<file path="config.mk">
export PLATFORM = sky130hd
export DESIGN_NAME = rf_frame_nibble_manchester_encoder
export DESIGN_NICKNAME = d
export VERILOG_FILES = /design/src/hdl/rfnm_pkg.sv /design/src/hdl/rfnm_front.sv /design/src/hdl/rfnm_queue.sv /design/src/hdl/rfnm_back.sv /design/src/hdl/rf_frame_nibble_manchester_encoder.sv
export VERILOG_INCLUDE_DIRS = /design/src /design/src/hdl
export SDC_FILE = /design/constraint.sdc
export NUM_CORES = 1
export LEC_CHECK = 0
export BUFFER_PORTS_ARGS = -buffer_cell sky130_fd_sc_hd__buf_2
export CAP_MARGIN = 20
export CORE_MARGIN = 3
export CORE_UTILIZATION = 25
export CTS_CLUSTER_DIAMETER = 100
export DETAILED_ROUTE_END_ITERATION = 16
export PLACE_DENSITY = 0.52
export SYNTH_ARGS = -nofsm -noshare
export SYNTH_HDL_FRONTEND = slang
export SYNTH_SLANG_ARGS = --single-unit
</file>
<file path="constraint.sdc">
create_clock -name clock -period 3.73 [get_ports clock]
set_input_delay 0.746 -clock clock [delete_from_list [all_inputs] [get_ports clock]]
set_output_delay 0.746 -clock clock [all_outputs]
set_load 0.01 [all_outputs]
</file>
<file path="src/hdl/rf_frame_nibble_manchester_encoder_macros.svh">
// Assertion macros shared by the frame encoder RTL.
// No dependencies; included by the modules that carry assertions.
`ifndef RF_FRAME_NIBBLE_MANCHESTER_ENCODER_MACROS_SVH
`define RF_FRAME_NIBBLE_MANCHESTER_ENCODER_MACROS_SVH

`ifndef ASSERT_OFF
`define RFNM_ASSERT(lbl, clk, rst, prop, msg) \
   lbl: assert property (@(posedge clk) disable iff (rst) prop) else $error(msg);
`define RFNM_ASSERT_ALWAYS(lbl, clk, prop, msg) \
   lbl: assert property (@(posedge clk) prop) else $error(msg);
`else
`define RFNM_ASSERT(lbl, clk, rst, prop, msg)
`define RFNM_ASSERT_ALWAYS(lbl, clk, prop, msg)
`endif

`endif

</file>
<file path="src/hdl/rfnm_pkg.sv">
// Types, constants and the line-code function of the frame encoder.
// No dependencies; imported by every module of the block.
package rfnm_pkg;

   localparam int FRAME_BYTES_DEFAULT = 64;
   localparam int OUT_LIMIT = 64;
   localparam int STEP_CNT_W = $clog2(OUT_LIMIT + 1);
   localparam int QUEUE_DEPTH = 2;
   localparam int CSR_INDEX_W = 3;
   localparam int CSR_DATA_W = 64;
   localparam int HEADER_MAX = 8;

   typedef enum logic [CSR_INDEX_W-1:0] {
      REG_HEADER_WORD    = 3'd0,
      REG_HEADER_LEN     = 3'd1,
      REG_TRAILER_EVEN   = 3'd2,
      REG_TRAILER_ODD    = 3'd3,
      REG_POSTAMBLE_BYTE = 3'd4
   } rfnm_reg_type;

   typedef struct packed {
      logic [63:0] header_word;
      logic [3:0]  header_len;
      logic [7:0]  trailer_even;
      logic [7:0]  trailer_odd;
      logic [7:0]  postamble_byte;
   } rfnm_cfg_type;

   typedef struct packed {
      logic [7:0] data;
      logic       last;
      logic       open_new;
      logic [7:0] checksum;
      logic       total_odd;
   } rfnm_entry_type;

   typedef enum logic [6:0] {
      PH_BEGIN  = 7'b0000001,
      PH_HEADER = 7'b0000010,
      PH_DATA   = 7'b0000100,
      PH_CHECK  = 7'b0001000,
      PH_PAD    = 7'b0010000,
      PH_FOOTER = 7'b0100000,
      PH_POST   = 7'b1000000
   } rfnm_phase_type;

   // Each nibble goes LSB first with a stop bit; each bit becomes the pair (b, ~b).
   function automatic logic [19:0] rfnm_line_code(logic [7:0] v);
      logic [9:0]  seq;
      logic [19:0] code;
      seq = {v[4], v[5], v[6], v[7], 1'b1, v[0], v[1], v[2], v[3], 1'b1};
      for (int i = 0; i < 10; i++) begin
         code[2*i +: 2] = {seq[i], ~seq[i]};
      end
      return code;
   endfunction

endpackage

</file>
<file path="src/hdl/rfnm_front.sv">
// Input side of the frame encoder: accepts command bytes and tags each one.
// Depends on rfnm_pkg; feeds rfnm_queue.
module rfnm_front (
   input  logic                    clock,
   input  logic                    reset,
   input  logic                    req_valid,
   output logic                    req_ready,
   input  logic [7:0]              req_data_byte,
   input  logic                    req_final_byte,
   input  logic                    queue_full,
   output logic                    push,
   output rfnm_pkg::rfnm_entry_type push_entry
);
   import rfnm_pkg::*;

   logic [7:0] sum_ff, sum_in;
   logic       count_odd_ff, count_odd_in;
   logic       frame_open_ff, frame_open_in;
   logic [7:0] sum_next;

   assign req_ready = !queue_full;
   assign push      = req_valid && req_ready;
   assign sum_next  = sum_ff + req_data_byte;

   always_comb begin
      push_entry.data      = req_data_byte;
      push_entry.last      = req_final_byte;
      push_entry.open_new  = !frame_open_ff;
      push_entry.checksum  = 8'd0 - sum_next;
      push_entry.total_odd = count_odd_ff;
   end

   always_comb begin
      sum_in        = sum_ff;
      count_odd_in  = count_odd_ff;
      frame_open_in = frame_open_ff;
      if (push) begin
         if (req_final_byte) begin
            sum_in        = '0;
            count_odd_in  = 1'b0;
            frame_open_in = 1'b0;
         end else begin
            sum_in        = sum_next;
            count_odd_in  = !count_odd_ff;
            frame_open_in = 1'b1;
         end
      end
   end

   always_ff @(posedge clock) begin
      if (reset) begin
         sum_ff        <= '0;
         count_odd_ff  <= 1'b0;
         frame_open_ff <= 1'b0;
      end else begin
         sum_ff        <= sum_in;
         count_odd_ff  <= count_odd_in;
         frame_open_ff <= frame_open_in;
      end
   end

endmodule

</file>
<file path="src/hdl/rfnm_queue.sv">
// Short queue of tagged command bytes between the input and output sides.
// Depends on rfnm_pkg and the assertion macro header.
`include "rf_frame_nibble_manchester_encoder_macros.svh"
module rfnm_queue (
   input  logic                    clock,
   input  logic                    reset,
   input  logic                    push,
   input  rfnm_pkg::rfnm_entry_type push_entry,
   output logic                    full,
   input  logic                    pop,
   output logic                    head_valid,
   output rfnm_pkg::rfnm_entry_type head_entry
);
   import rfnm_pkg::*;

   localparam int PTR_W = (QUEUE_DEPTH > 1) ? $clog2(QUEUE_DEPTH) : 1;
   localparam int CNT_W = $clog2(QUEUE_DEPTH + 1);

   rfnm_entry_type entries_ff [QUEUE_DEPTH];
   rfnm_entry_type entry_in;
   logic [PTR_W-1:0] wr_ptr_ff, wr_ptr_in;
   logic [PTR_W-1:0] rd_ptr_ff, rd_ptr_in;
   logic [CNT_W-1:0] count_ff, count_in;

   assign full       = (count_ff == CNT_W'(QUEUE_DEPTH));
   assign head_valid = (count_ff != '0);
   assign head_entry = entries_ff[rd_ptr_ff];
   assign entry_in   = push_entry;

   always_comb begin
      wr_ptr_in = wr_ptr_ff;
      rd_ptr_in = rd_ptr_ff;
      count_in  = count_ff;
      if (push) begin
         wr_ptr_in = (wr_ptr_ff == PTR_W'(QUEUE_DEPTH - 1)) ? '0 : wr_ptr_ff + 1'b1;
      end
      if (pop) begin
         rd_ptr_in = (rd_ptr_ff == PTR_W'(QUEUE_DEPTH - 1)) ? '0 : rd_ptr_ff + 1'b1;
      end
      if (push && !pop) begin
         count_in = count_ff + 1'b1;
      end else if (pop && !push) begin
         count_in = count_ff - 1'b1;
      end
   end

   always_ff @(posedge clock) begin
      if (push) begin
         entries_ff[wr_ptr_ff] <= entry_in;
      end
   end

   always_ff @(posedge clock) begin
      if (reset) begin
         wr_ptr_ff <= '0;
         rd_ptr_ff <= '0;
         count_ff  <= '0;
      end else begin
         wr_ptr_ff <= wr_ptr_in;
         rd_ptr_ff <= rd_ptr_in;
         count_ff  <= count_in;
      end
   end

   `RFNM_ASSERT(a_count_bound, clock, reset, (count_ff <= CNT_W'(QUEUE_DEPTH)), "queue count overflow")
   `RFNM_ASSERT(a_no_pop_empty, clock, reset, (pop |-> head_valid), "pop from empty queue")
   `RFNM_ASSERT(a_no_push_full, clock, reset, (full |-> !push), "push into full queue")

endmodule

</file>
<file path="src/hdl/rfnm_back.sv">
// Output side of the frame encoder: header, line-coded bytes, checksum and tail.
// Depends on rfnm_pkg, rfnm_queue output and the assertion macro header.
`include "rf_frame_nibble_manchester_encoder_macros.svh"
module rfnm_back #(
   parameter int FRAME_BYTES = rfnm_pkg::FRAME_BYTES_DEFAULT
) (
   input  logic                    clock,
   input  logic                    reset,
   input  rfnm_pkg::rfnm_cfg_type  cfg,
   input  logic                    head_valid,
   input  rfnm_pkg::rfnm_entry_type head_entry,
   output logic                    pop,
   output logic                    rsp_valid,
   input  logic                    rsp_ready,
   output logic [7:0]              rsp_coded_byte,
   output logic                    rsp_frame_end
);
   import rfnm_pkg::*;

   rfnm_phase_type        phase_ff, phase_in, eff_phase;
   logic [2:0]            idx_ff, idx_in;
   logic [STEP_CNT_W-1:0] n_ff, n_in, n_base, n_next;
   logic [7:0]            emitted_ff, emitted_in, emitted_next;
   logic                  cv_ff, cv_in;
   logic [3:0]            carry_ff, carry_in;
   logic                  rsp_valid_ff, rsp_valid_in;
   logic [7:0]            rsp_coded_byte_ff, rsp_coded_byte_in;
   logic                  rsp_frame_end_ff, rsp_frame_end_in;

   logic        out_free, advance;
   logic [3:0]  hdr_len;
   logic [2:0]  hdr_last_idx;
   logic [7:0]  hdr_byte;
   logic [7:0]  code_src;
   logic [19:0] code;
   logic [23:0] code_wide;
   logic [7:0]  code_byte;
   logic        code_done;
   logic        more_post;
   logic        body_beat;
   logic        frame_start;
   logic        state_clear;

   assign out_free = !rsp_valid_ff || rsp_ready;
   assign advance  = head_valid && out_free;

   assign hdr_len      = (cfg.header_len > 4'(HEADER_MAX)) ? 4'(HEADER_MAX) : cfg.header_len;
   assign hdr_last_idx = 3'(hdr_len - 4'd1);
   assign hdr_byte     = cfg.header_word[{idx_ff, 3'b000} +: 8];

   always_comb begin
      if (phase_ff == PH_BEGIN) begin
         eff_phase = (head_entry.open_new && hdr_len != '0) ? PH_HEADER : PH_DATA;
      end else begin
         eff_phase = phase_ff;
      end
   end

   assign code_src  = (eff_phase == PH_CHECK) ? head_entry.checksum : head_entry.data;
   assign code      = rfnm_line_code(code_src);
   assign code_wide = {carry_ff, code};

   always_comb begin
      if (cv_ff) begin
         case (idx_ff[1:0])
            2'd0:    code_byte = code_wide[23:16];
            2'd1:    code_byte = code_wide[15:8];
            default: code_byte = code_wide[7:0];
         endcase
         code_done = (idx_ff == 3'd2);
      end else begin
         code_byte = (idx_ff == 3'd0) ? code[19:12] : code[11:4];
         code_done = (idx_ff == 3'd1);
      end
   end

   assign n_base       = (phase_ff == PH_BEGIN) ? '0 : n_ff;
   assign n_next       = n_base + 1'b1;
   assign emitted_next = (emitted_ff == 8'hFF) ? emitted_ff : emitted_ff + 1'b1;
   assign more_post    = (emitted_next < 8'(FRAME_BYTES)) && (n_next < STEP_CNT_W'(OUT_LIMIT));

   always_comb begin
      phase_in          = phase_ff;
      idx_in            = idx_ff;
      n_in              = n_ff;
      emitted_in        = emitted_ff;
      cv_in             = cv_ff;
      carry_in          = carry_ff;
      pop               = 1'b0;
      rsp_coded_byte_in = rsp_coded_byte_ff;
      rsp_frame_end_in  = rsp_frame_end_ff;
      rsp_valid_in      = out_free ? head_valid : rsp_valid_ff;
      if (advance) begin
         n_in              = n_next;
         emitted_in        = emitted_next;
         idx_in            = idx_ff + 1'b1;
         rsp_frame_end_in  = 1'b0;
         rsp_coded_byte_in = '0;
         case (eff_phase)
            PH_HEADER: begin
               rsp_coded_byte_in = hdr_byte;
               if (idx_ff == hdr_last_idx) begin
                  phase_in = PH_DATA;
                  idx_in   = '0;
               end else begin
                  phase_in = PH_HEADER;
               end
            end
            PH_DATA, PH_CHECK: begin
               rsp_coded_byte_in = code_byte;
               phase_in          = eff_phase;
               if (code_done) begin
                  idx_in   = '0;
                  cv_in    = !cv_ff;
                  carry_in = cv_ff ? 4'd0 : code[3:0];
                  if (eff_phase == PH_CHECK) begin
                     phase_in = cv_ff ? PH_FOOTER : PH_PAD;
                  end else if (head_entry.last) begin
                     phase_in = PH_CHECK;
                  end else begin
                     phase_in = PH_BEGIN;
                     pop      = 1'b1;
                  end
               end
            end
            PH_PAD: begin
               rsp_coded_byte_in = {carry_ff, 4'hA};
               cv_in             = 1'b0;
               carry_in          = '0;
               idx_in            = '0;
               phase_in          = PH_FOOTER;
            end
            PH_FOOTER, PH_POST: begin
               if (eff_phase == PH_FOOTER) begin
                  rsp_coded_byte_in = head_entry.total_odd ? cfg.trailer_odd : cfg.trailer_even;
               end else begin
                  rsp_coded_byte_in = cfg.postamble_byte;
               end
               idx_in = '0;
               if (more_post) begin
                  phase_in = PH_POST;
               end else begin
                  rsp_frame_end_in = 1'b1;
                  pop              = 1'b1;
                  phase_in         = PH_BEGIN;
                  emitted_in       = '0;
                  cv_in            = 1'b0;
                  carry_in         = '0;
               end
            end
            default: begin
               phase_in = PH_BEGIN;
               idx_in   = '0;
            end
         endcase
      end
   end

   always_ff @(posedge clock) begin
      if (reset) begin
         phase_ff     <= PH_BEGIN;
         idx_ff       <= '0;
         n_ff         <= '0;
         emitted_ff   <= '0;
         cv_ff        <= 1'b0;
         carry_ff     <= '0;
         rsp_valid_ff <= 1'b0;
      end else begin
         phase_ff     <= phase_in;
         idx_ff       <= idx_in;
         n_ff         <= n_in;
         emitted_ff   <= emitted_in;
         cv_ff        <= cv_in;
         carry_ff     <= carry_in;
         rsp_valid_ff <= rsp_valid_in;
      end
   end

   always_ff @(posedge clock) begin
      rsp_coded_byte_ff <= rsp_coded_byte_in;
      rsp_frame_end_ff  <= rsp_frame_end_in;
   end

   assign rsp_valid      = rsp_valid_ff;
   assign rsp_coded_byte = rsp_coded_byte_ff;
   assign rsp_frame_end  = rsp_frame_end_ff;

   assign body_beat   = advance && (eff_phase == PH_HEADER || eff_phase == PH_DATA);
   assign frame_start = head_valid && phase_ff == PH_BEGIN && head_entry.open_new;
   assign state_clear = !cv_ff && emitted_ff == 8'd0;

   `RFNM_ASSERT(a_no_early_end, clock, reset, (body_beat |=> !rsp_frame_end_ff), "early frame end")
   `RFNM_ASSERT(a_step_limit, clock, reset, (n_ff <= STEP_CNT_W'(OUT_LIMIT)), "item byte limit")
   `RFNM_ASSERT(a_clean_start, clock, reset, (frame_start |-> state_clear), "stale frame state")

endmodule

</file>
<file path="src/hdl/rf_frame_nibble_manchester_encoder.sv">
// Coded bytes leave one per cycle while the queue holds an item and the output is free.
// The first byte of an item passes the queue, then the single-byte result register. A
// data or checksum byte yields two or three coded bytes; header, pad, footer and
// postamble bytes yield one each. Input bytes are taken each cycle while the two-entry
// queue has room. Synchronous active-high reset resets frame state, zeroes configuration.
module rf_frame_nibble_manchester_encoder #(
   parameter int FRAME_BYTES = rfnm_pkg::FRAME_BYTES_DEFAULT
) (
   input  logic                             clock,
   input  logic                             reset,
   input  logic                             req_valid,
   output logic                             req_ready,
   input  logic [7:0]                       req_data_byte,
   input  logic                             req_final_byte,
   output logic                             rsp_valid,
   input  logic                             rsp_ready,
   output logic [7:0]                       rsp_coded_byte,
   output logic                             rsp_frame_end,
   input  logic                             csr_we,
   input  logic [rfnm_pkg::CSR_INDEX_W-1:0] csr_index,
   input  logic [rfnm_pkg::CSR_DATA_W-1:0]  csr_wdata
);
   import rfnm_pkg::*;

   rfnm_cfg_type   cfg_ff, cfg_in;
   rfnm_entry_type push_entry, head_entry;
   logic           push, pop, queue_full, head_valid;

   always_comb begin
      cfg_in = cfg_ff;
      if (csr_we) begin
         case (csr_index)
            REG_HEADER_WORD:    cfg_in.header_word    = csr_wdata;
            REG_HEADER_LEN:     cfg_in.header_len     = csr_wdata[3:0];
            REG_TRAILER_EVEN:   cfg_in.trailer_even   = csr_wdata[7:0];
            REG_TRAILER_ODD:    cfg_in.trailer_odd    = csr_wdata[7:0];
            REG_POSTAMBLE_BYTE: cfg_in.postamble_byte = csr_wdata[7:0];
            default:            cfg_in = cfg_ff;
         endcase
      end
   end

   always_ff @(posedge clock) begin
      if (reset) begin
         cfg_ff <= '0;
      end else begin
         cfg_ff <= cfg_in;
      end
   end

   rfnm_front u_front (
      .clock          (clock),
      .reset          (reset),
      .req_valid      (req_valid),
      .req_ready      (req_ready),
      .req_data_byte  (req_data_byte),
      .req_final_byte (req_final_byte),
      .queue_full     (queue_full),
      .push           (push),
      .push_entry     (push_entry)
   );

   rfnm_queue u_queue (
      .clock      (clock),
      .reset      (reset),
      .push       (push),
      .push_entry (push_entry),
      .full       (queue_full),
      .pop        (pop),
      .head_valid (head_valid),
      .head_entry (head_entry)
   );

   rfnm_back #(
      .FRAME_BYTES (FRAME_BYTES)
   ) u_back (
      .clock          (clock),
      .reset          (reset),
      .cfg            (cfg_ff),
      .head_valid     (head_valid),
      .head_entry     (head_entry),
      .pop            (pop),
      .rsp_valid      (rsp_valid),
      .rsp_ready      (rsp_ready),
      .rsp_coded_byte (rsp_coded_byte),
      .rsp_frame_end  (rsp_frame_end)
   );

endmodule

</file>
* After elaboration in Yosys (flattened, before gate mapping) *
Memory sizes are Yosys's and may differ from the RTL's. A register that Yosys moved wholly into a read port is not among the register bits.
Index checks and enable logic that the tools add are counted.

storage, ports and cells
  register bits after elaboration = 146
  RAM bits = 38
  word-level logic and storage cells = 140
  memories = 1

memories
  name                depth  width  rd ports  clocked after memory_dff  wr ports  RTL line          source
  u_queue.entries_ff  2      19     1         1                         1         rfnm_queue.sv:19  rfnm_entry_type entries_ff [QUEUE_DEPTH];

cells by class
  add/subtract/negate cells = 10
  magnitude comparators = 3
  eq/ne operators = 19
  shift operators = 1
  muxes and demuxes = 49
  bitwise operators = 8
  reductions and logical operators = 29

operators with widths
  kind                                                count
  two-way mux 8 bit                                   9
  variable part select 64 x 7 -> 8 bit                1
  two-way mux 7 bit                                   5
  case mux 8 bit (4 select lines)                     1
  case mux 7 bit (4 select lines)                     1
  two-way mux 4 bit                                   5
  two-way mux 1 bit                                   16
  case mux 8 bit (2 select lines)                     1
  two-way mux 3 bit                                   4
  case mux 4 bit (3 select lines)                     1
  AND reduction 2 bit                                 5
  == test 3 x 2 -> 1 bit, second input constant       3
  adder 8 x 1 -> 8 bit, second input constant         1
  adder 8 bit                                         1
  == test 8 bit, second input constant                1
  < comparator 8 x 7 -> 1 bit, second input constant  1
  inverter 1 bit                                      8
  subtractor 1 x 8 -> 8 bit, first input constant     1
  adder 7 x 1 -> 7 bit, second input constant         1
  == test 7 x 1 -> 1 bit, second input constant       1
  == test 7 x 2 -> 1 bit, second input constant       1
  == test 7 x 3 -> 1 bit, second input constant       1
  == test 7 x 4 -> 1 bit, second input constant       1
  == test 7 x 5 -> 1 bit, second input constant       1
  31 further kinds                                    48

* Longest topological paths before layout *
Gate-level depths: netlist of the first run.

  depth in word-level cells = 14
  depth in mapped cells = 13
  gate-level depth less buffers = 12

* Hierarchy *
Synthesis of the first run repeated with hierarchy kept, for this count alone.

second synthesis, totals
  cells, all modules = 918
  area total of the unflattened synthesis = 9,596.7 um^2

by module, submodules not included
  module                              times used  cells each  area each (um^2)
  rf_frame_nibble_manchester_encoder  1           373         4,027.6
  rfnm_back                           1           358         3,153.0
  rfnm_queue                          1           81          1,581.5
  rfnm_front                          1           106         834.6

* Least setup slack after synthesis of the first run *
OpenSTA, ideal clock, no wires.

  path kind = reg2reg
  start point = register u_back.phase_ff[5]
  end point = register u_queue.count_ff[1]
  library setup time = 0.070 ns
  arrival = 2.896 ns
  data required time = 3.660 ns
  slack = 0.764 ns
  stages on the path, launching flop included = 13
  path buffers = 1
  cell sequence = dfxtp_1 -> buf_4 -> nor4_4 -> nand2_1 -> and2_1 -> ha_1 -> and3_1 -> a31oi_1 -> o22ai_2 -> a32oi_2 -> ha_1 -> or3_1 -> a21oi_1

on the way
  longest elaborated chain between the ends = 11
  elaborated cells between the ends (all ways) = 22
  classes of those cells = add/sub (1); order compare (1); eq/ne (5); mux (8); reduce/logical (7)

RTL lines
  what                                                     RTL line                          source
  start: declaration                                       rfnm_back.sv:20                   rfnm_phase_type phase_ff, phase_in, eff_phase;
  start signal: assignment                                 rfnm_back.sv:169                  phase_ff <= phase_in;
  == test 7 x 1 -> 1 bit                                   rfnm_back.sv:52, rfnm_back.sv:77
  two-way mux 7 bit                                        rfnm_back.sv:77                   assign n_base = (phase_ff == PH_BEGIN) ? '0 : n_ff;
  adder 7 x 1 -> 7 bit                                     rfnm_back.sv:78                   assign n_next = n_base + 1'b1;
  < comparator 7 bit                                       rfnm_back.sv:80                   assign more_post = (emitted_next < 8'(FRAME_BYTES)) && (n_next < STEP_CNT_W'(OUT_LIMIT));
  logical AND 1 bit                                        rfnm_back.sv:80
  two-way mux 1 bit                                        rfnm_back.sv:140                  if (more_post) begin
  case mux 1 bit (2 select lines) (*)                      rfnm_back.sv:99                   case (eff_phase)
  two-way mux 1 bit (*)                                    rfnm_back.sv:93                   if (advance) begin
  zero test 1 bit                                          rfnm_queue.sv:40                  if (push && !pop) begin
  logical AND 1 bit                                        rfnm_queue.sv:40
  two-way mux 2 bit or nonzero test 2 bit (tied branches)  -
  end signal: assignment                                   rfnm_queue.sv:61                  count_ff <= count_in;
  end: declaration                                         rfnm_queue.sv:23                  logic [CNT_W-1:0] count_ff, count_in;

Mark *: on every way between the ends. The rest lies on a longest branch, timed or not.
A chain may end at the register's enable or synchronous reset.

* Final worst setup path of the first run *
  start point = register u_back.phase_ff[4]
  end point = register u_queue.count_ff[1]

The elaborated chain is that of the path after synthesis.

==> flow_summary.yaml, run 1 <==
run_status:
  status: "finished, final reports clean"
timing:
  fmax_ghz: 0.2916
  fin_crit_sh_pct: 91.93
  holdWs_ps: 454.3
  worst_pin_slew_ps: 854.9
  hold_violations: 0
  rsz0062_at_grt: "false"
  drv_slew: 0
  setup_tns_ps: 0
  finalClockSkew_ps: 8.524
  relSlewSlack_pct: 41.88
  finalSetupViolations: 0
  fin_crit_ps: 3429
worst_setup_path:
  worstSetupStartpointType: "flop"
  endpoint: "u_queue.count_ff[1]"
  crit_chain: "nor4_4, nand2_1, and2_1, ha_1, and3_1, a31oi_1, o22ai_2, a32oi_2, ha_1, or3_1, a21oi_1"
  cp.required_ps: 4090
  reg2reg_setup_slack_ps: 300
  max_stage_delay_ps: 460
  crit_start: "u_back.phase_ff[4]"
  worst-setup-path-type: "flop to flop"
  path_max_fanout: 11
  crit_path_end_kind: "flop"
  timing.critical_path.mode_cell: "ha_1"
  crit_arrival_ps: 3790
  critPathSlowestCell: "nor4_4"
  rr_worst_depth: 11
  r2r_end: "u_queue.count_ff[1]"
  r2r_start: "u_back.phase_ff[4]"
global_routing:
  first_global_vias: 6600
  antenna_found_initial: 0
  track_usage_pct: 12.79
  grt_max_degree: 77
  overflow: 0
  grt_pass1_wl_mm: 36.76
power_and_ir_drop:
  seq_power_share_pct: 43.5
  ir_drop_mv: 0.3505
  p_switching_mw: 1.801
  power_frac_clock_pct: 31.5
  leakagePower_nw: 3.588
  power_density_nw_per_um2: 544.8
  power.share.combinational_pct: 25.0
  p_int_mw: 3.716
  power_switching_share_pct: 32.65
  finalPower_mw: 5.517
place:
  io_buffers: 91
  routabilityCongestion: 0.8458
  dpl.hpwl_mm: 16.87
clock_network:
  cts.clk_slew.worst_paths_ps: 70
  cts_tree: "built"
  hold_buffers: 0
  htreeDepth: 4
  clkLatencyLatePin_ps: 440
  clock-root-buffer: "clkbuf_16"
  numCtsBuffers: 17
  cts_resized: 0
  cts_setup_buffers: 0
  clockBufferDepth: 2
  clkSinkCount: 183
logic_synthesis:
  synth_cells: 941
  yosysTopAreaCellShare_pct: 31.40
  netlist_top_cells_area: "dfxtp_1 31%, edfxtp_1 16%, nand2_1 9.5%, a21oi_1 7.3%, mux4_2 5.2%"
  async_reset_ff_share_pct: 0
  yosys_register_bits: 183
  synth_most_common_cell: "nand2_1"
  yosysTopAreaCell: "dfxtp_1"
  synth_edf_count: 47
  ys_types: 73
  yosysWarningCount: 0
  synth_ff_type: "dfxtp_1"
  synthesis.area_um2: 8670
  syn_avg_cell_area_um2: 9.213
  synth_common_cells: "219 x nand2_1, 136 x dfxtp_1, 127 x a21oi_1, 58 x nor2_1, 47 x edfxtp_1"
  yosysSeqAreaShare_pct: 47.68
  syn-num-nets: 1038
route:
  drt_iter0_markers: 469
  drcViolationCount: 0
  ant_nets: 0
  vias_per_cell: 4.724
  num_vias: 6940
  routed_wl_mm: 23.34
  wire_per_inst_um: 15.89
  dr.pass1.iters: 5
floorplanning:
  fp.dieH_um: 192.2
  coreArea_um2: 33870
  die_area_um2: 36950
  ioPinCount: 92
  row_count: 67
  start_util_pct: 25.60
  die_w_um: 192.2
finish:
  fillers: 3638
  area_growth_pct: 16.81
  layout-drive-gt1-share_pct: 17.24
  antenna_cells: 0
  fin_util_pct: 29.90
  nets: 1105
worst_hold_path:
  hold_path.class: "flop to flop"
flow_run:
  max-cap-violations: 0
## critical path, delay by kind of cell (launching register included)
family / cells / cell delay, ps
DFF: 1 / 430
adders and majority gates: 2 / 540
AOI/OAI and AO/OA: 4 / 920
and+or+nand+nor: 5 / 1470
## power groups by stage
stage | registers [mW] | logic [mW] | clock network (mW)
2_1_floorplan | 2.38 | 0.994 | 0
3_3_place_gp | 2.44 | 1.38 | 0
3_5_place_dp | 2.45 | 1.39 | 0
4_1_cts | 2.40 | 1.40 | 1.79
5_1_grt | 2.43 | 1.53 | 1.88
6_report | 2.40 | 1.38 | 1.74
## flip-flops by register name (all words and copies together), names as in the netlist, named ones only
signal / flops
u_front.sum_ff: 8
u_back.phase_ff: 7
u_back.carry_ff: 3
u_back.idx_ff: 3
u_back.rsp_valid: 1
u_back.rsp_coded_byte: 8
u_queue.count_ff: 2
u_front.frame_open_ff: 1
cfg_ff: 92
u_queue.rd_ptr_ff: 1
u_queue.wr_ptr_ff: 1
u_back.rsp_frame_end: 1
u_back.emitted_ff: 8
u_back.n_ff: 7
u_front.count_odd_ff: 1
u_queue.entries_ff: 38
## cell families (layout without fill, tap and decap cells)
group | Yosys count | after routing | synth area share [%]
AND/OR/NAND/NOR | 380 | 380 | 19.76
AO/OA/AOI/OAI | 208 | 208 | 14.20
flip-flops | 183 | 183 | 47.68
buffers and inverters | 71 | 151 | 3.492
multiplexers | 61 | 61 | 10.25
XOR/XNOR | 22 | 22 | 2.223
adder cells (fa/ha/maj) | 16 | 16 | 2.396
## metrics by stage
stage / setup WS [ps] / instance area (µm²) / std cells
2_1_floorplan: 763.7 / 8670 / 941
3_3_place_gp: 431.8 / 9572 / 1437
3_5_place_dp: 361.4 / 9572 / 1437
4_1_cts: 324.1 / 10130 / 1469
5_1_grt: 66.15 / 10130 / 1469
6_report: 300.9 / 10130 / 1469
## area by class of cell
type	count	area [µm²]	area share, %
flip-flops and latches	183	4134	40.82
clock inverters	15	130.1	1.285
clock buffers	17	425.4	4.201
multi-input cells	687	4240	41.87
inverters	15	56.30	0.5560
repair buffers	104	580.6	5.733
well taps	448	560.5	5.535
## worst min path at each step
stage | startpoint | endpoint | slack [ps] | cells after the start
5_1_grt | cfg_ff[35] | cfg_ff[35] | 470 | 2
4_1_cts | cfg_ff[69] | cfg_ff[69] | 450 | 2
3_3_place_gp | cfg_ff[66] | cfg_ff[66] | 440 | 2
2_1_floorplan | cfg_ff[44] | cfg_ff[44] | 430 | 2
3_5_place_dp | cfg_ff[69] | cfg_ff[69] | 440 | 2
6_report | cfg_ff[75] | cfg_ff[75] | 450 | 2
## cell usage in the layout, fill, tap and decap left out, types with 20 or more instances in the layout
cell and n:
dfxtp_1 136, mux4_2 20, nand2_1 218, nor2_1 58, o21ai_0 23, buf_2 90
a21oi_1 127, mux2i_1 36, nor3_1 21, edfxtp_1 47
## layer usage
metal / wire length (µm) / global-route usage (%) / vias up
met3: 1014 / 2.610 / 18
met5: 0 / 0 / -
li1: - / - / 3455
met2: 10480 / 19.25 / 144
met1: 11610 / 18.66 / 3323
met4: 235 / 3.194 / 0
Note: power is estimated with default switching activity, not from simulation.
==> run 2: changes to the inputs <==
Settings changed: PLACE_DENSITY 0.52 to not set, PLACE_DENSITY_LB_ADDON set to 0.2.
==> run 2 against run 1 <==
Effect of this change: global-route usage is 0.67 points higher; sequential share of layout area is 0.24 points lower; die area stayed put; highest routed layer unchanged; fmax is 3.7% higher; combinational power is 8% higher; first-iteration DRC count is 9.2% lower; cell area is 0.58% higher; non-clock buffer count is 7 higher; routed wire length is 4.7% higher.
==> flow_summary.yaml, run 2 (synthesized netlist as in run 1, its figures left out) <==
timing:
  fin_crit_sh_pct: 88.61
  drv_slew: 0
  finalClockSkew_ps: 10.92
  hold_violations: 0
  relSlewSlack_pct: 43.41
  worst_pin_slew_ps: 832.4
  rsz0062_at_grt: "false"
  setup_tns_ps: 0
  finalSetupViolations: 0
  fin_crit_ps: 3305
  fmax_ghz: 0.3026
  holdWs_ps: 453.2
global_routing:
  track_usage_pct: 13.45
  grt_pass1_wl_mm: 38.37
  antenna_found_initial: 0
  overflow: 0
  grtUsageMet2_pct: 20.26
  met1_usage_pct: 19.45
  busiest_layer: "met2"
  first_global_vias: 6732
  grt_max_degree: 65
  grt_use_met3_pct: 3.085
worst_setup_path:
  worstSetupStartpointType: "flop"
  cp.required_ps: 4100
  crit_chain: "nor4_4, nand2_1, and2_1, ha_1, and3_1, a31oi_1, o22ai_2, a32oi_2, ha_1, or3_1, a21oi_1"
  critPathSlowestCell: "nor4_4"
  cp_num_buf_inv: 0
  worst-setup-path-type: "flop to flop"
  max_stage_delay_ps: 470
  crit_path_end_kind: "flop"
  path_max_fanout: 11
  crit_arrival_ps: 3670
  cp_top_family: "simple AND/OR/NAND/NOR gates"
  timing.critical_path.mode_cell: "ha_1"
  reg2reg_setup_slack_ps: 420
place:
  routabilityCongestion: 0.7749
  placedInstanceArea_um2: 9612
  dpl.hpwl_mm: 17.76
  io_buffers: 91
route:
  routed_wl_mm: 24.43
  num_vias: 6917
  drcViolationCount: 0
  ant_nets: 0
  dr.pass1.iters: 5
  drt_iter0_markers: 426
  wire_per_inst_um: 16.56
  vias_per_cell: 4.689
power_and_ir_drop:
  finalPower_mw: 5.635
  ir_drop_mv: 0.3500
  power_density_nw_per_um2: 553.2
  leakagePower_nw: 3.630
clock_network:
  cts_tree: "built"
  cts_resized: 0
  clockBufferDepth: 2
  cts_setup_buffers: 0
  clock-root-buffer: "clkbuf_16"
  clkLatencyLatePin_ps: 430
  hold_buffers: 0
  htreeDepth: 4
  cts.clk_slew.worst_paths_ps: 70
  clkSinkCount: 183
  numCtsBuffers: 17
finish:
  antenna_cells: 0
  nets: 1112
  area_growth_pct: 17.49
  final_cell_mix: "218 x nand2_1, 136 x dfxtp_1, 127 x a21oi_1"
  layout_commonest_cell: "nand2_1"
  stdcell_area_um2: 10190
  largest-register: "cfg_ff"
  reg.largest.list: "cfg_ff (92), u_queue.entries_ff (38)"
  layout-drive-gt1-share_pct: 17.82
  largest_register_ffs: 92
floorplanning:
  row_count: 67
  coreArea_um2: 33870
  die_w_um: 192.2
  die_area_um2: 36950
  start_util_pct: 25.60
  fp.dieH_um: 192.2
  ioPinCount: 92
worst_hold_path:
  hold_path.class: "flop to flop"
run_status:
  status: "finished, final reports clean"
flow_run:
  max-cap-violations: 0
run 2: worst reg2reg max path, stage by stage, from the launching register on:
cell and delay [ps]:
dfxtp_1 430, nor4_4 470, nand2_1 160, and2_1 190
ha_1 230, and3_1 190, a31oi_1 270, o22ai_2 170
a32oi_2 330, ha_1 310, or3_1 360, a21oi_1 130
run 2: layout make-up:
class                           count  area (µm²)
Inverter                           15       56.30
Clock buffer                       21       494.2
Timing Repair Buffer              111       620.6
Sequential cell                   183        4134
Clock inverter                     10       80.08
Multi-Input combinational cell    687        4240
Tap cell                          448       560.5
Fill cell                        3608       23680
run 2: through the flow:
stage	std cells	utilization (%)	setup slack, ps
2_1_floorplan	941	-	763.7
3_3_place_gp	1444	28.38	490.9
3_5_place_dp	1444	28.38	436.1
4_1_cts	1475	30.08	437.2
5_1_grt	1475	30.08	182.8
6_report	1475	30.08	424.8
run 2: where the power goes:
part	internal [mW]	total [mW]	switching, mW
Clock	0.965	1.78	0.815
Sequential	2.26	2.37	0.112
Combinational	0.563	1.49	0.924
Total	3.78	5.64	1.85
run 2: path summary, 6_finish.rpt:
check	start	endpoint	cells after the start
setup / recovery	u_back.phase_ff[4]	u_queue.count_ff[1]	11
hold / removal	cfg_ff[68]	cfg_ff[68]	2
setup reg to reg	u_back.phase_ff[4]	u_queue.count_ff[1]	11
hold reg to reg	cfg_ff[68]	cfg_ff[68]	2
run 2: metal layers:
layer / share of wire, % / vias up
met5: 0 / -
met4: 1.0 / 0
met3: 4.4 / 11
met2: 44 / 120
met1: 51 / 3331
li1: - / 3455
